===== config.mk =====
export PLATFORM = sky130hd
export DESIGN_NAME = eased_vector_interpolator_flat
export DESIGN_NICKNAME = d
export VERILOG_FILES = /design/src/rtl/core/evi_pkg.sv /design/src/rtl/core/evi_req_if.sv /design/src/rtl/core/evi_rsp_if.sv /design/src/rtl/core/evi_ctrl.sv /design/src/rtl/core/evi_datapath.sv /design/src/rtl/core/eased_vector_interpolator.sv /design/src/flat_wrapper.sv
export SDC_FILE = /design/constraint.sdc
export NUM_CORES = 2
export LEC_CHECK = 0
export BUFFER_PORTS_ARGS = -buffer_cell sky130_fd_sc_hd__buf_4
export CORE_ASPECT_RATIO = 1.2
export CORE_MARGIN = 5
export CORE_UTILIZATION = 60
export CTS_CLUSTER_SIZE = 10
export DETAILED_ROUTE_END_ITERATION = 8
export GPL_TIMING_DRIVEN = 1
export PLACE_DENSITY = 0.81
export SLEW_MARGIN = 5
export SYNTH_ARGS = -nofsm -noshare
export SYNTH_HDL_FRONTEND = slang
export SYNTH_SLANG_ARGS = --single-unit

===== constraint.sdc =====
create_clock -name clock -period 11.55 [get_ports clock]
set_input_delay 2.31 -clock clock [delete_from_list [all_inputs] [get_ports clock]]
set_output_delay 2.31 -clock clock [all_outputs]
set_load 0.1 [all_outputs]

===== src/rtl/core/evi_pkg.sv =====
// ----------------------------------------------------------------------------
// Eased vector interpolator package
// Shared widths, operation and easing codes, and the controller/datapath
// command and status words.
// ----------------------------------------------------------------------------
package evi_pkg;

   localparam int EVI_POS_WIDTH  = 32;
   localparam int EVI_TIME_WIDTH = 16;

   // Q0.16 fraction, 1.0 included, so one extra bit
   localparam int FRAC_BITS = 16;
   localparam int FRAC_W    = FRAC_BITS + 1;

   // shared unsigned multiplier
   localparam int MUL_W  = 18;
   localparam int PROD_W = 2 * MUL_W;

   localparam logic [1:0] OP_TICK  = 2'd0;
   localparam logic [1:0] OP_START = 2'd1;
   localparam logic [1:0] OP_FORCE = 2'd2;

   localparam logic [1:0] EASE_LINEAR   = 2'd0;
   localparam logic [1:0] EASE_QUAD_OUT = 2'd1;
   localparam logic [1:0] EASE_QUAD_IN  = 2'd2;
   localparam logic [1:0] EASE_IN_OUT   = 2'd3;

   typedef struct packed {
      logic capture;
      logic div_init;
      logic div_step;
      logic ease_mul;
      logic ease_fin;
      logic axis_init;
      logic mul_chunk;
      logic acc_chunk;
      logic axis_write;
      logic tick_commit;
      logic do_start;
      logic do_force;
      logic clr_running;
      logic rsp_load;
   } evi_cmd_type;

   typedef struct packed {
      logic [1:0] op;
      logic       in_range;
      logic       running;
      logic       div_last;
      logic       chunk_last;
      logic       axis_last;
   } evi_sts_type;

endpackage


===== src/rtl/core/evi_req_if.sv =====
// ----------------------------------------------------------------------------
// Request channel
// Valid/ready channel carrying one operation word with its operands.
// ----------------------------------------------------------------------------
interface evi_req_if #(
   parameter int POS_WIDTH  = 32,
   parameter int TIME_WIDTH = 16
);
   logic                         valid;
   logic                         ready;
   logic [1:0]                   operation;
   logic signed [POS_WIDTH-1:0]  start_x;
   logic signed [POS_WIDTH-1:0]  start_y;
   logic signed [POS_WIDTH-1:0]  start_z;
   logic signed [POS_WIDTH-1:0]  end_x;
   logic signed [POS_WIDTH-1:0]  end_y;
   logic signed [POS_WIDTH-1:0]  end_z;
   logic [TIME_WIDTH-1:0]        duration;
   logic [TIME_WIDTH-1:0]        delta_time;

   modport source (
      output valid, operation, start_x, start_y, start_z, end_x, end_y, end_z,
             duration, delta_time,
      input  ready
   );

   modport sink (
      input  valid, operation, start_x, start_y, start_z, end_x, end_y, end_z,
             duration, delta_time,
      output ready
   );
endinterface


===== src/rtl/core/evi_rsp_if.sv =====
// ----------------------------------------------------------------------------
// Response channel
// Valid/ready channel carrying the position and active flag after one word.
// ----------------------------------------------------------------------------
interface evi_rsp_if #(
   parameter int POS_WIDTH = 32
);
   logic                        valid;
   logic                        ready;
   logic signed [POS_WIDTH-1:0] pos_x;
   logic signed [POS_WIDTH-1:0] pos_y;
   logic signed [POS_WIDTH-1:0] pos_z;
   logic                        active;

   modport source (
      output valid, pos_x, pos_y, pos_z, active,
      input  ready
   );

   modport sink (
      input  valid, pos_x, pos_y, pos_z, active,
      output ready
   );
endinterface


===== src/rtl/core/evi_ctrl.sv =====
// ----------------------------------------------------------------------------
// Interpolator controller
// Sequences decode, division, easing and per-axis blending, and owns the
// request ready and response valid handshakes.
// ----------------------------------------------------------------------------
module evi_ctrl
   import evi_pkg::*;
(
   input  logic        clock,
   input  logic        reset,
   input  logic        req_valid,
   output logic        req_ready,
   output logic        rsp_valid,
   input  logic        rsp_ready,
   input  evi_sts_type sts,
   output evi_cmd_type cmd
);

   localparam logic [3:0] S_IDLE     = 4'd0;
   localparam logic [3:0] S_DECODE   = 4'd1;
   localparam logic [3:0] S_DIV      = 4'd2;
   localparam logic [3:0] S_EASE_MUL = 4'd3;
   localparam logic [3:0] S_EASE_FIN = 4'd4;
   localparam logic [3:0] S_AXIS     = 4'd5;
   localparam logic [3:0] S_MUL      = 4'd6;
   localparam logic [3:0] S_ACC      = 4'd7;
   localparam logic [3:0] S_WRITE    = 4'd8;
   localparam logic [3:0] S_RESP     = 4'd9;

   logic [3:0] state_ff, state_in;
   logic       rsp_valid_ff, rsp_valid_in;

   assign req_ready = (state_ff == S_IDLE);
   assign rsp_valid = rsp_valid_ff;

   always_comb begin
      state_in     = state_ff;
      cmd          = '0;
      rsp_valid_in = rsp_valid_ff & ~rsp_ready;
      unique case (state_ff)
         S_IDLE: begin
            if (req_valid) begin
               cmd.capture = 1'b1;
               state_in    = S_DECODE;
            end
         end
         S_DECODE: begin
            state_in = S_RESP;
            unique case (sts.op)
               OP_TICK: begin
                  if (sts.in_range) begin
                     cmd.div_init = 1'b1;
                     state_in     = S_DIV;
                  end else begin
                     cmd.clr_running = 1'b1;
                  end
               end
               OP_START: cmd.do_start = ~sts.running;
               OP_FORCE: cmd.do_force = 1'b1;
               default: ;
            endcase
         end
         S_DIV: begin
            cmd.div_step = 1'b1;
            if (sts.div_last) begin
               state_in = S_EASE_MUL;
            end
         end
         S_EASE_MUL: begin
            cmd.ease_mul = 1'b1;
            state_in     = S_EASE_FIN;
         end
         S_EASE_FIN: begin
            cmd.ease_fin = 1'b1;
            state_in     = S_AXIS;
         end
         S_AXIS: begin
            cmd.axis_init = 1'b1;
            state_in      = S_MUL;
         end
         S_MUL: begin
            cmd.mul_chunk = 1'b1;
            state_in      = S_ACC;
         end
         S_ACC: begin
            cmd.acc_chunk = 1'b1;
            state_in      = sts.chunk_last ? S_WRITE : S_MUL;
         end
         S_WRITE: begin
            cmd.axis_write = 1'b1;
            if (sts.axis_last) begin
               cmd.tick_commit = 1'b1;
               state_in        = S_RESP;
            end else begin
               state_in = S_AXIS;
            end
         end
         S_RESP: begin
            if (!rsp_valid_ff || rsp_ready) begin
               cmd.rsp_load = 1'b1;
               rsp_valid_in = 1'b1;
               state_in     = S_IDLE;
            end
         end
         default: state_in = S_IDLE;
      endcase
   end

   always_ff @(posedge clock) begin
      if (reset) begin
         state_ff     <= S_IDLE;
         rsp_valid_ff <= 1'b0;
      end else begin
         state_ff     <= state_in;
         rsp_valid_ff <= rsp_valid_in;
      end
   end

endmodule


===== src/rtl/core/evi_datapath.sv =====
// ----------------------------------------------------------------------------
// Interpolator datapath
// Holds the interpolation state, a restoring divider for the elapsed
// fraction, one shared 18x18 multiplier for easing and chunked blending,
// and the response word register.
// ----------------------------------------------------------------------------
module evi_datapath
   import evi_pkg::*;
#(
   parameter int POS_WIDTH  = EVI_POS_WIDTH,
   parameter int TIME_WIDTH = EVI_TIME_WIDTH
) (
   input  logic                        clock,
   input  logic                        reset,
   input  evi_cmd_type                 cmd,
   output evi_sts_type                 sts,
   input  logic                        csr_wr_en,
   input  logic [1:0]                  csr_wr_data,
   input  logic [1:0]                  req_operation,
   input  logic signed [POS_WIDTH-1:0] req_start_x,
   input  logic signed [POS_WIDTH-1:0] req_start_y,
   input  logic signed [POS_WIDTH-1:0] req_start_z,
   input  logic signed [POS_WIDTH-1:0] req_end_x,
   input  logic signed [POS_WIDTH-1:0] req_end_y,
   input  logic signed [POS_WIDTH-1:0] req_end_z,
   input  logic [TIME_WIDTH-1:0]       req_duration,
   input  logic [TIME_WIDTH-1:0]       req_delta_time,
   output logic signed [POS_WIDTH-1:0] rsp_pos_x,
   output logic signed [POS_WIDTH-1:0] rsp_pos_y,
   output logic signed [POS_WIDTH-1:0] rsp_pos_z,
   output logic                        rsp_active
);

   localparam int EL_W      = TIME_WIDTH + 1;
   localparam int DIFF_W    = POS_WIDTH + 1;
   localparam int CHUNKS    = (DIFF_W + FRAC_BITS - 1) / FRAC_BITS;
   localparam int MAG_W     = CHUNKS * FRAC_BITS;
   localparam int CNT_W     = $clog2(CHUNKS);
   localparam int ACC_W     = MAG_W + FRAC_W;
   localparam int DIV_CNT_W = $clog2(FRAC_W);

   localparam logic [FRAC_W-1:0] ONE_Q  = FRAC_W'(1) << FRAC_BITS;
   localparam logic [FRAC_W-1:0] HALF_Q = FRAC_W'(1) << (FRAC_BITS - 1);
   localparam logic [MUL_W-1:0]  ONE_M  = MUL_W'(1) << FRAC_BITS;
   localparam logic [MUL_W-1:0]  TWO_M  = MUL_W'(1) << (FRAC_BITS + 1);
   localparam logic [PROD_W:0]   ONE_SQ = (PROD_W + 1)'(1) << (2 * FRAC_BITS);
   localparam logic [ACC_W-1:0]  ROUND  = ACC_W'((1 << FRAC_BITS) - 1);

   // configuration and latched request word
   logic [1:0]            ease_mode_ff, ease_mode_in;
   logic [1:0]            op_ff, op_in;
   logic [POS_WIDTH-1:0]  start_ff [3];
   logic [POS_WIDTH-1:0]  start_in [3];
   logic [POS_WIDTH-1:0]  end_ff [3];
   logic [POS_WIDTH-1:0]  end_in [3];
   logic [TIME_WIDTH-1:0] dur_ff, dur_in;
   logic [TIME_WIDTH-1:0] delta_ff, delta_in;

   // interpolation state
   logic [EL_W-1:0]       elapsed_ff, elapsed_in;
   logic [TIME_WIDTH-1:0] run_len_ff, run_len_in;
   logic [POS_WIDTH-1:0]  origin_ff [3];
   logic [POS_WIDTH-1:0]  origin_in [3];
   logic [POS_WIDTH-1:0]  target_ff [3];
   logic [POS_WIDTH-1:0]  target_in [3];
   logic [POS_WIDTH-1:0]  current_ff [3];
   logic [POS_WIDTH-1:0]  current_in [3];
   logic                  running_ff, running_in;

   // divider, easing, blending
   logic [EL_W-1:0]      rem_ff, rem_in;
   logic [FRAC_W-1:0]    quot_ff, quot_in;
   logic [DIV_CNT_W-1:0] div_cnt_ff, div_cnt_in;
   logic [PROD_W-1:0]    prod_ff, prod_in;
   logic                 half_ff, half_in;
   logic [FRAC_W-1:0]    e_ff, e_in;
   logic [1:0]           axis_ff, axis_in;
   logic                 neg_ff, neg_in;
   logic [MAG_W-1:0]     mag_ff, mag_in;
   logic [ACC_W-1:0]     acc_ff, acc_in;
   logic [CNT_W-1:0]     chunk_ff, chunk_in;

   // response word
   logic [POS_WIDTH-1:0] rsp_pos_ff [3];
   logic [POS_WIDTH-1:0] rsp_pos_in [3];
   logic                 rsp_active_ff, rsp_active_in;

   logic [FRAC_W-1:0]    frac;
   logic                 rem_ge;
   logic [EL_W-1:0]      rem_sub;
   logic [MUL_W-1:0]     f_m, u_m, ease_a, ease_b, mul_a, mul_b;
   logic                 f_half;
   logic [PROD_W:0]      in_out_sum;
   logic [POS_WIDTH-1:0] origin_sel, target_sel;
   logic [DIFF_W-1:0]    diff, diff_abs;
   logic [ACC_W-1:0]     acc_round;
   logic [POS_WIDTH-1:0] q_mag, pos_new;

   assign frac    = (run_len_ff == '0) ? ONE_Q : quot_ff;
   assign rem_ge  = rem_ff >= {1'b0, run_len_ff};
   assign rem_sub = rem_ge ? rem_ff - {1'b0, run_len_ff} : rem_ff;

   assign f_m    = {1'b0, frac};
   assign u_m    = {frac, 1'b0} - ONE_M;
   assign f_half = frac < HALF_Q;

   always_comb begin
      unique case (ease_mode_ff)
         EASE_QUAD_OUT: begin
            ease_a = f_m;
            ease_b = TWO_M - f_m;
         end
         EASE_IN_OUT: begin
            ease_a = f_half ? f_m : u_m;
            ease_b = f_half ? f_m : TWO_M - u_m;
         end
         default: begin
            ease_a = f_m;
            ease_b = f_m;
         end
      endcase
   end

   assign mul_a = cmd.mul_chunk ? MUL_W'(mag_ff[chunk_ff*FRAC_BITS +: FRAC_BITS]) : ease_a;
   assign mul_b = cmd.mul_chunk ? MUL_W'(e_ff) : ease_b;

   assign in_out_sum = {1'b0, prod_ff} + ONE_SQ;

   assign origin_sel = origin_ff[axis_ff];
   assign target_sel = target_ff[axis_ff];
   assign diff       = {target_sel[POS_WIDTH-1], target_sel}
                     - {origin_sel[POS_WIDTH-1], origin_sel};
   assign diff_abs   = diff[DIFF_W-1] ? -diff : diff;

   // floor of the signed product: round the magnitude up when negative
   assign acc_round = neg_ff ? acc_ff + ROUND : acc_ff;
   assign q_mag     = acc_round[FRAC_BITS +: POS_WIDTH];
   assign pos_new   = neg_ff ? origin_sel - q_mag : origin_sel + q_mag;

   always_comb begin
      ease_mode_in  = csr_wr_en ? csr_wr_data : ease_mode_ff;
      op_in         = op_ff;
      start_in      = start_ff;
      end_in        = end_ff;
      dur_in        = dur_ff;
      delta_in      = delta_ff;
      elapsed_in    = elapsed_ff;
      run_len_in    = run_len_ff;
      origin_in     = origin_ff;
      target_in     = target_ff;
      current_in    = current_ff;
      running_in    = running_ff;
      rem_in        = rem_ff;
      quot_in       = quot_ff;
      div_cnt_in    = div_cnt_ff;
      prod_in       = prod_ff;
      half_in       = half_ff;
      e_in          = e_ff;
      axis_in       = axis_ff;
      neg_in        = neg_ff;
      mag_in        = mag_ff;
      acc_in        = acc_ff;
      chunk_in      = chunk_ff;
      rsp_pos_in    = rsp_pos_ff;
      rsp_active_in = rsp_active_ff;

      if (cmd.capture) begin
         op_in       = req_operation;
         start_in[0] = req_start_x;
         start_in[1] = req_start_y;
         start_in[2] = req_start_z;
         end_in[0]   = req_end_x;
         end_in[1]   = req_end_y;
         end_in[2]   = req_end_z;
         dur_in      = req_duration;
         delta_in    = req_delta_time;
      end

      if (cmd.div_init) begin
         rem_in     = elapsed_ff;
         quot_in    = '0;
         div_cnt_in = '0;
      end
      if (cmd.div_step) begin
         rem_in     = {rem_sub[EL_W-2:0], 1'b0};
         quot_in    = {quot_ff[FRAC_W-2:0], rem_ge};
         div_cnt_in = div_cnt_ff + 1'b1;
      end

      if (cmd.ease_mul || cmd.mul_chunk) begin
         prod_in = mul_a * mul_b;
      end
      if (cmd.ease_mul) begin
         half_in = f_half;
      end
      if (cmd.ease_fin) begin
         axis_in = '0;
         unique case (ease_mode_ff)
            EASE_LINEAR:   e_in = frac;
            EASE_QUAD_OUT: e_in = prod_ff[FRAC_BITS +: FRAC_W];
            EASE_QUAD_IN:  e_in = prod_ff[FRAC_BITS +: FRAC_W];
            EASE_IN_OUT:   e_in = half_ff ? prod_ff[FRAC_BITS-1 +: FRAC_W]
                                          : in_out_sum[FRAC_BITS+1 +: FRAC_W];
            default:       e_in = frac;
         endcase
      end

      if (cmd.axis_init) begin
         neg_in   = diff[DIFF_W-1];
         mag_in   = MAG_W'(diff_abs);
         acc_in   = '0;
         chunk_in = CNT_W'(CHUNKS - 1);
      end
      if (cmd.acc_chunk) begin
         acc_in   = {acc_ff[ACC_W-FRAC_BITS-1:0], {FRAC_BITS{1'b0}}} + ACC_W'(prod_ff);
         chunk_in = chunk_ff - 1'b1;
      end
      if (cmd.axis_write) begin
         current_in[axis_ff] = pos_new;
         axis_in             = axis_ff + 1'b1;
      end
      if (cmd.tick_commit) begin
         elapsed_in = elapsed_ff + EL_W'(delta_ff);
      end

      if (cmd.do_start) begin
         elapsed_in = '0;
         run_len_in = dur_ff;
         origin_in  = start_ff;
         target_in  = end_ff;
         running_in = 1'b1;
      end
      if (cmd.do_force) begin
         elapsed_in = {1'b0, run_len_ff} + 1'b1;
         running_in = 1'b0;
      end
      if (cmd.clr_running) begin
         running_in = 1'b0;
      end

      if (cmd.rsp_load) begin
         rsp_pos_in    = current_ff;
         rsp_active_in = running_ff;
      end
   end

   always_ff @(posedge clock) begin
      if (reset) begin
         ease_mode_ff <= EASE_LINEAR;
         elapsed_ff   <= EL_W'(1);
         run_len_ff   <= '0;
         origin_ff    <= '{default: '0};
         target_ff    <= '{default: '0};
         current_ff   <= '{default: '0};
         running_ff   <= 1'b0;
      end else begin
         ease_mode_ff <= ease_mode_in;
         elapsed_ff   <= elapsed_in;
         run_len_ff   <= run_len_in;
         origin_ff    <= origin_in;
         target_ff    <= target_in;
         current_ff   <= current_in;
         running_ff   <= running_in;
      end
   end

   always_ff @(posedge clock) begin
      op_ff         <= op_in;
      start_ff      <= start_in;
      end_ff        <= end_in;
      dur_ff        <= dur_in;
      delta_ff      <= delta_in;
      rem_ff        <= rem_in;
      quot_ff       <= quot_in;
      div_cnt_ff    <= div_cnt_in;
      prod_ff       <= prod_in;
      half_ff       <= half_in;
      e_ff          <= e_in;
      axis_ff       <= axis_in;
      neg_ff        <= neg_in;
      mag_ff        <= mag_in;
      acc_ff        <= acc_in;
      chunk_ff      <= chunk_in;
      rsp_pos_ff    <= rsp_pos_in;
      rsp_active_ff <= rsp_active_in;
   end

   assign sts.op         = op_ff;
   assign sts.in_range   = elapsed_ff <= {1'b0, run_len_ff};
   assign sts.running    = running_ff;
   assign sts.div_last   = div_cnt_ff == DIV_CNT_W'(FRAC_W - 1);
   assign sts.chunk_last = chunk_ff == '0;
   assign sts.axis_last  = axis_ff == 2'd2;

   assign rsp_pos_x  = rsp_pos_ff[0];
   assign rsp_pos_y  = rsp_pos_ff[1];
   assign rsp_pos_z  = rsp_pos_ff[2];
   assign rsp_active = rsp_active_ff;

endmodule


===== src/rtl/core/eased_vector_interpolator.sv =====
// ----------------------------------------------------------------------------
// Eased vector interpolator
// Moves a three-axis Q16.16 position from a start point to an end point
// over a set duration along a selectable linear or quadratic easing curve.
//
//   channel   role     handshake        payload
//   req_if    input    valid / ready    operation, start/end xyz, duration,
//                                       delta_time
//   rsp_if    output   valid / ready    pos_x/y/z, active
//   csr       config   csr_wr_en        csr_wr_data (ease mode)
//
// One word is in work at a time; every request word yields one response.
// A tick inside the duration runs 17 divider steps for the elapsed
// fraction, two easing steps, and per axis one setup, one multiply plus one
// accumulate per 16-bit chunk of the difference, and one write. Start, force
// end, and out-of-range ticks skip these steps. Reset is synchronous and
// clears the interpolation state and ease mode; no clearing pass is needed.
// A stalled response holds its register; the next request word is taken
// while it waits, and the following response waits for it to drain.
// ----------------------------------------------------------------------------
module eased_vector_interpolator
   import evi_pkg::*;
#(
   parameter int POS_WIDTH  = EVI_POS_WIDTH,
   parameter int TIME_WIDTH = EVI_TIME_WIDTH
) (
   input  logic        clock,
   input  logic        reset,
   evi_req_if.sink     req_if,
   evi_rsp_if.source   rsp_if,
   input  logic        csr_wr_en,
   input  logic [1:0]  csr_wr_data
);

   evi_cmd_type cmd;
   evi_sts_type sts;

   evi_ctrl u_ctrl (
      .clock     (clock),
      .reset     (reset),
      .req_valid (req_if.valid),
      .req_ready (req_if.ready),
      .rsp_valid (rsp_if.valid),
      .rsp_ready (rsp_if.ready),
      .sts       (sts),
      .cmd       (cmd)
   );

   evi_datapath #(
      .POS_WIDTH  (POS_WIDTH),
      .TIME_WIDTH (TIME_WIDTH)
   ) u_datapath (
      .clock          (clock),
      .reset          (reset),
      .cmd            (cmd),
      .sts            (sts),
      .csr_wr_en      (csr_wr_en),
      .csr_wr_data    (csr_wr_data),
      .req_operation  (req_if.operation),
      .req_start_x    (req_if.start_x),
      .req_start_y    (req_if.start_y),
      .req_start_z    (req_if.start_z),
      .req_end_x      (req_if.end_x),
      .req_end_y      (req_if.end_y),
      .req_end_z      (req_if.end_z),
      .req_duration   (req_if.duration),
      .req_delta_time (req_if.delta_time),
      .rsp_pos_x      (rsp_if.pos_x),
      .rsp_pos_y      (rsp_if.pos_y),
      .rsp_pos_z      (rsp_if.pos_z),
      .rsp_active     (rsp_if.active)
   );

   // one word in flight: no accept right after an accept
   a_one_in_flight: assert property (@(posedge clock) disable iff (reset)
      (req_if.valid && req_if.ready) |=> !req_if.ready)
      else $error("request accepted while a word is in work");

   // never overwrite an untaken response word
   a_no_overwrite: assert property (@(posedge clock) disable iff (reset)
      cmd.rsp_load |-> (!rsp_if.valid || rsp_if.ready))
      else $error("response word overwritten");

   // never two state updates in the same cycle
   a_single_update: assert property (@(posedge clock) disable iff (reset)
      $onehot0({cmd.tick_commit, cmd.do_start, cmd.do_force, cmd.clr_running}))
      else $error("conflicting state updates");

   // a new response follows an accepted word
   a_rsp_after_req: assert property (@(posedge clock) disable iff (reset)
      cmd.rsp_load |-> !req_if.ready)
      else $error("response loaded while idle");

endmodule

===== src/flat_wrapper.sv =====
// flat-port wrapper written by rule: the top's interface ports become plain ports
module eased_vector_interpolator_flat import evi_pkg::*;
#(
   parameter int POS_WIDTH  = EVI_POS_WIDTH,
   parameter int TIME_WIDTH = EVI_TIME_WIDTH
)
  (clock, reset, csr_wr_en, csr_wr_data, req_if_valid, req_if_operation, req_if_start_x, req_if_start_y, req_if_start_z, req_if_end_x, req_if_end_y, req_if_end_z, req_if_duration, req_if_delta_time, req_if_ready, rsp_if_valid, rsp_if_pos_x, rsp_if_pos_y, rsp_if_pos_z, rsp_if_active, rsp_if_ready);
  evi_req_if #(.POS_WIDTH(POS_WIDTH), .TIME_WIDTH(TIME_WIDTH)) req_if_i ();
  evi_rsp_if #(.POS_WIDTH(POS_WIDTH)) rsp_if_i ();
  input  logic clock;
  input  logic reset;
  input  logic csr_wr_en;
  input  logic [1:0] csr_wr_data;
  input wire logic [$bits(req_if_i.valid)-1:0] req_if_valid;
  input wire logic [$bits(req_if_i.operation)-1:0] req_if_operation;
  input wire logic [$bits(req_if_i.start_x)-1:0] req_if_start_x;
  input wire logic [$bits(req_if_i.start_y)-1:0] req_if_start_y;
  input wire logic [$bits(req_if_i.start_z)-1:0] req_if_start_z;
  input wire logic [$bits(req_if_i.end_x)-1:0] req_if_end_x;
  input wire logic [$bits(req_if_i.end_y)-1:0] req_if_end_y;
  input wire logic [$bits(req_if_i.end_z)-1:0] req_if_end_z;
  input wire logic [$bits(req_if_i.duration)-1:0] req_if_duration;
  input wire logic [$bits(req_if_i.delta_time)-1:0] req_if_delta_time;
  output wire logic [$bits(req_if_i.ready)-1:0] req_if_ready;
  output wire logic [$bits(rsp_if_i.valid)-1:0] rsp_if_valid;
  output wire logic [$bits(rsp_if_i.pos_x)-1:0] rsp_if_pos_x;
  output wire logic [$bits(rsp_if_i.pos_y)-1:0] rsp_if_pos_y;
  output wire logic [$bits(rsp_if_i.pos_z)-1:0] rsp_if_pos_z;
  output wire logic [$bits(rsp_if_i.active)-1:0] rsp_if_active;
  input wire logic [$bits(rsp_if_i.ready)-1:0] rsp_if_ready;
  assign req_if_i.valid = req_if_valid;
  assign req_if_i.operation = req_if_operation;
  assign req_if_i.start_x = req_if_start_x;
  assign req_if_i.start_y = req_if_start_y;
  assign req_if_i.start_z = req_if_start_z;
  assign req_if_i.end_x = req_if_end_x;
  assign req_if_i.end_y = req_if_end_y;
  assign req_if_i.end_z = req_if_end_z;
  assign req_if_i.duration = req_if_duration;
  assign req_if_i.delta_time = req_if_delta_time;
  assign req_if_ready = req_if_i.ready;
  assign rsp_if_valid = rsp_if_i.valid;
  assign rsp_if_pos_x = rsp_if_i.pos_x;
  assign rsp_if_pos_y = rsp_if_i.pos_y;
  assign rsp_if_pos_z = rsp_if_i.pos_z;
  assign rsp_if_active = rsp_if_i.active;
  assign rsp_if_i.ready = rsp_if_ready;
  eased_vector_interpolator #(.POS_WIDTH(POS_WIDTH), .TIME_WIDTH(TIME_WIDTH)) u_core (.clock(clock), .reset(reset), .req_if(req_if_i), .rsp_if(rsp_if_i), .csr_wr_en(csr_wr_en), .csr_wr_data(csr_wr_data));
endmodule

Word-level counts from Yosys, hierarchy flattened
Cells that the tools add are included.
{ "classes": {"addsub": 16, "mul": 1, "order_cmp": 5, "n_eq_ne": 19, "shift": 1, "muxes": 67, "n_bitwise": 4, "n_reduce_logical": 16} }
{ "op_table": {"columns": ["op", "count"], "rows": [
  ["32-bit 2-to-1 mux", 7],
  ["17-bit 2-to-1 mux", 9],
  ["48-bit 2-to-1 mux", 3],
  ["32-bit binary-select mux with 2-bit select", 2],
  ["96-bit bitwise mux", 1],
  ["18-bit 2-to-1 mux", 5],
  ["32-bit demux with 2-bit select", 1],
  ["17-bit one-hot mux with 3 select lines", 1],
  ["48-bit by 16-bit adder with 48-bit output (second input constant)", 1],
  ["48-bit by 36-bit adder with 48-bit output", 1],
  ["48-bit by 7-bit indexed part select with 16-bit output", 1],
  ["4-bit one-hot mux with 10 select lines", 1],
  ["18-bit by 18-bit multiplier with 36-bit output", 1],
  ["18-bit one-hot mux with 2 select lines", 1],
  ["34-bit by 33-bit adder with 34-bit output (second input constant)", 1],
  ["33-bit negator", 1],
  ["32-bit by 32-bit subtractor with 33-bit output", 1],
  ["32-bit adder", 1],
  ["32-bit subtractor", 1],
  ["4-bit 2-to-1 mux", 7],
  ["1-bit 2-to-1 mux", 20],
  ["18-bit by 17-bit subtractor with 18-bit output (first input constant)", 1],
  ["18-bit by 17-bit subtractor with 18-bit output (second input constant)", 1],
  ["18-bit subtractor (first input constant)", 1],
  ["38 further kinds", 59]
]} }
{ "totals": {"ff_bits": 831, "input_bits": 233, "elab_cells": 170} }

Logic depth before layout (Yosys ltp)
{ "logic_depth": {"ltp_word": 8, "mapped_depth": 40} }

Modules after synthesis
A second synthesis with hierarchy kept.
{ "hier_totals": {"cells_unflattened": 4926, "hier_area_um2": 50312.0} }
{ "by_module_without_submodules": {"columns": ["mod", "instances", "cells_per_inst", "area_per_inst_um2", "seq_area_each_um2"], "rows": [
  ["evi_datapath", 1, 4866, 49899.1, 21550.7],
  ["evi_ctrl", 1, 60, 412.9, 100.1]
]} }

Worst setup path after synthesis
No wires, ideal clock.
{ "synth_path": {"kind": "flip-flop to flip-flop", "start": "register u_core.u_ctrl.state_ff[3]", "end": "register u_core.u_datapath.delta_ff[0], enable pin", "arrival_ps": 8864, "slack_ps": 2076, "path_stages_with_launch": 4, "path_cell_list": "dfxtp_1 -> clkbuf_1 -> nor4_1 -> and2_1"} }
{ "synth_rtl": {"columns": ["element", "line", "text"], "rows": [
  ["start, declared", "evi_ctrl.sv:30", "logic [3:0] state_ff, state_in;"],
  ["start signal, assigned", "evi_ctrl.sv:114", "state_ff <= state_in;"],
  ["end signal, assigned", "evi_datapath.sv:272", "delta_ff <= delta_in;"],
  ["end, declared", "evi_datapath.sv:57", "logic [TIME_WIDTH-1:0] delta_ff, delta_in;"]
]} }

Worst setup path after layout
{ "layout_path": {"start": "register u_core.u_datapath.run_len_ff[1]", "end": "register u_core.u_datapath.prod_ff[31] (data pin)"} }
{ "layout_via": {"elab_cells_between_ends": 13, "cone_classes": "add/sub: 3; mul: 1; order compare: 1; mux: 7; reduce/logical: 1"} }
{ "layout_rtl": {"columns": ["element", "line", "text"], "rows": [
  ["start, declared", "evi_datapath.sv:61", "logic [TIME_WIDTH-1:0] run_len_ff, run_len_in;"],
  ["start signal, assigned", "evi_datapath.sv:259", "run_len_ff <= run_len_in;"],
  ["16-bit zero test (*)", "evi_datapath.sv:99", "assign frac = (run_len_ff == '0) ? ONE_Q : quot_ff;"],
  ["17-bit 2-to-1 mux (*)", "evi_datapath.sv:99", null],
  ["17-bit by 16-bit < comparator with 1-bit output (*)", "evi_datapath.sv:105", "assign f_half = frac < HALF_Q;"],
  ["net u_core.u_datapath.f_half", "evi_datapath.sv:92", "logic f_half;"],
  ["18-bit 2-to-1 mux (on tied branches)", "evi_datapath.sv:115, evi_datapath.sv:114", null],
  ["18-bit one-hot mux with 2 select lines / 18-bit 2-to-1 mux (equally long branches)", "evi_datapath.sv:108", "unique case (ease_mode_ff)"],
  ["18-bit 2-to-1 mux (on tied branches)", "evi_datapath.sv:125, evi_datapath.sv:124", null],
  ["18-bit by 18-bit multiplier with 36-bit output (*)", "evi_datapath.sv:191", "prod_in = mul_a * mul_b;"],
  ["end signal, assigned", "evi_datapath.sv:276", "prod_ff <= prod_in;"],
  ["end, declared", "evi_datapath.sv:74", "logic [PROD_W-1:0] prod_ff, prod_in;"]
]} }
The timed path passes the listed nets; every way through them passes the cells marked *.
A chain may end at the register's enable or synchronous reset.

==> results.json <==
{
  "die_area_um2": 89600,
  "clock.fmax_ghz": 0.0917,
  "syn2layout_area_growth_pct": 12.4,
  "start_kind": "flop",
  "avgViaCountPerCell": 5.90,
  "nNetsFinal": 6235,
  "cpMostUsedCell": "fa_1",
  "synth-seq-cells": 831,
  "hold_buffers": 0,
  "cp.buffers_inverters": 6,
  "critical-path-top-delay-family": "adder cells",
  "rsz0062_at_grt": "no",
  "root_buffer": "clkbuf_16",
  "yosys-top-cells-count": "nand2_1, edfxtp_1, a21oi_1, inv_1, nor2_1",
  "async_flop_share": 0,
  "pin_count": 332,
  "yosys.area.top_type": "edfxtp_1",
  "max_cap_viol_count": 0,
  "grt_pass1_wl_um": 216000,
  "cp.arrival_ns": 11.30,
  "path_max_fanout": 25,
  "die_width_um": 274,
  "synth_nets": 6014,
  "synth_cell_type_count": 86,
  "crit_path_end_kind": "flop",
  "path_clk_slew_ns": 0.06,
  "yosysWarnings": 0,
  "worstMarginPinSlew_ns": 1.31,
  "synth_area_per_cell_um2": 9.54,
  "setup_viol": 0,
  "start_util": 0.604,
  "cts_resized": 0,
  "detail-route-antenna-nets": 0,
  "power.density_nw_per_um2": 321,
  "grt_max_degree": 214,
  "core_region_area_um2": 83200,
  "grt_overflow": 0,
  "dr.pass1.iters": 6,
  "cp_slowest_cell": "o21ai_0",
  "route.detailed.drc": 0,
  "cp_slowest_stage_delay_ns": 0.62,
  "antenna_found_initial": 6,
  "timing.hold.ws_ns": 0.427,
  "crit_type": "flop to flop",
  "clk_latency_ns": 0.69,
  "drt_iter0_markers": 4183,
  "synth_ff_type": "edfxtp_1",
  "clk_path_buf_depth": 3,
  "p_leak_uw": 0.0232,
  "rows": 116,
  "h-tree-depth": 3,
  "synth_most_common_cell": "nand2_1",
  "hold_viol": 0,
  "drive_above_1_share": 0.0999,
  "irDropWorstVdd_mv": 0.242,
  "wl_um": 140000,
  "dp.cells": 6507,
  "fin_cells": 6678,
  "numCtsBuffers": 95,
  "skew_ns": 0.0629,
  "synth_top_area_frac": 0.300,
  "setup_tns_ns": 0,
  "drv_slew": 0,
  "grt_pass1_vias": 38600,
  "grt_usage": 0.307,
  "post-route-util": 0.679,
  "cts_setup_buffers": 0,
  "min_period_over_period": 0.944,
  "synth.area.top_cells": "edfxtp_1, dfxtp_1, fa_1",
  "required_ns": 11.95,
  "status": "finished clean",
  "routabilityCongestion": 1.00,
  "fillCellCount": 6344,
  "fin_crit_ns": 10.90,
  "postSynthCellCount": 5262,
  "yosysSeqAreaShare": 0.431,
  "hp-class": "flop to flop",
  "die_h_um": 327,
  "vias": 39400,
  "wl_per_cell_um": 21.0,
  "cts_tree": "yes",
  "dp_hpwl_um": 105000,
  "portBuffers": 331,
  "clock-sinks": 831,
  "syn_area_um2": 50200,
  "relSlewSlack": 0.124,
  "synth_edf_count": 501
}
==> path summary, 6_finish.rpt <==
| path | slack [ns] | endpoint | start | cells after the start |
|---|---|---|---|---|
| setup reg to reg | 0.65 | u_core.u_datapath.prod_ff[31]$_DFFE_PP_ | u_core.u_datapath.run_len_ff[1]$_SDFFE_PP0P_ | 35 |
| setup / recovery | 0.65 | u_core.u_datapath.prod_ff[31]$_DFFE_PP_ | u_core.u_datapath.run_len_ff[1]$_SDFFE_PP0P_ | 35 |
| hold reg to reg | 0.43 | u_core.u_datapath.rsp_pos_z[7]$_DFFE_PP_ | u_core.u_datapath.current_ff[7]$_SDFFE_PP0P_ | 0 |
| hold / removal | 0.43 | u_core.u_datapath.rsp_pos_z[7]$_DFFE_PP_ | u_core.u_datapath.current_ff[7]$_SDFFE_PP0P_ | 0 |
==> registers in the layout, indices dropped and copies added (netlist names), 33 cells and up <==
signal,count
u_core.u_datapath.current_ff,96
u_core.u_datapath.mag_ff,33
u_core.u_datapath.start_ff,96
u_core.u_datapath.prod_ff,36
u_core.u_datapath.end_ff,96
u_core.u_datapath.target_ff,96
u_core.u_datapath.acc_ff,48
u_core.u_datapath.origin_ff,96
==> layout by cell type (no fill, tap or decap), types with 13 or more instances in the layout <==
cell type / netlist / layout
nand2_1: 973 / 973
edfxtp_1: 501 / 501
a21oi_1: 473 / 473
inv_1: 419 / 419
buf_4: 2 / 386
nor2_1: 372 / 370
dfxtp_1: 330 / 330
fa_1: 261 / 261
ha_1: 258 / 258
o21ai_0: 178 / 178
xnor2_1: 140 / 140
mux2i_1: 109 / 109
clkbuf_16: 0 / 96
xor2_1: 87 / 87
nand3_1: 85 / 85
nor3_1: 84 / 84
a21o_1: 66 / 66
and2_1: 66 / 64
clkbuf_1: 237 / 62
o21a_1: 60 / 60
nand2b_1: 51 / 51
nor2b_1: 42 / 40
and3_1: 39 / 39
a31oi_1: 29 / 28
nand4_1: 27 / 27
nand3b_1: 27 / 27
a211oi_1: 26 / 26
a22oi_1: 24 / 24
or2_2: 23 / 23
o21bai_1: 17 / 17
nor4_1: 16 / 16
o31ai_1: 17 / 16
o22ai_1: 13 / 13
==> layer usage <==
layer  share of wire  global-route usage  vias up
met3           0.082              0.0634      392
li1                -                   -    18300
met2            0.48               0.521     1776
met4           0.051               0.136        8
met1            0.38               0.381    18900
met5         0.00047                   0        -
==> area by class of cell <==
class | count | area, µm² | area share
clock inverters | 11 | 204 | 0.00361
well taps | 1121 | 1400 | 0.0248
flip-flops and latches | 831 | 21700 | 0.384
repair buffers | 389 | 2950 | 0.0523
clock buffers | 159 | 2650 | 0.0469
diodes | 1 | 2.50 | 0.0000443
multi-input cells | 3746 | 26000 | 0.461
inverters | 420 | 1580 | 0.0279
==> power by group <==
| group | internal [µW] | switching [µW] | total (µW) | leakage [µW] |
|---|---|---|---|---|
| logic | 3890 | 6990 | 10900 | 0.0145 |
| clock network | 1570 | 1190 | 2760 | 0.00134 |
| registers | 4190 | 310 | 4500 | 0.00733 |
| total | 9650 | 8490 | 18100 | 0.0232 |
==> kinds of logic after synthesis <==
logic type      after synthesis  synth area share
flops                       831             0.431
xor+xnor                    228            0.0399
mux                         116            0.0233
compound gates             1018             0.122
simple gates               1864             0.164
fa+ha+maj                   519             0.168
other cells                   1         0.0000747
buf+inv                     685            0.0517
==> through the flow <==
step	total power (µW)	instance area, µm²	setup WS [ns]
2_1_floorplan	12300	50200	2.08
3_3_place_gp	14900	53600	0.969
3_5_place_dp	15200	53600	0.823
4_1_cts	18000	56500	0.774
5_1_grt	19500	56500	0.00183
6_report	18100	56500	0.648
(Power assumes the default switching activity.)
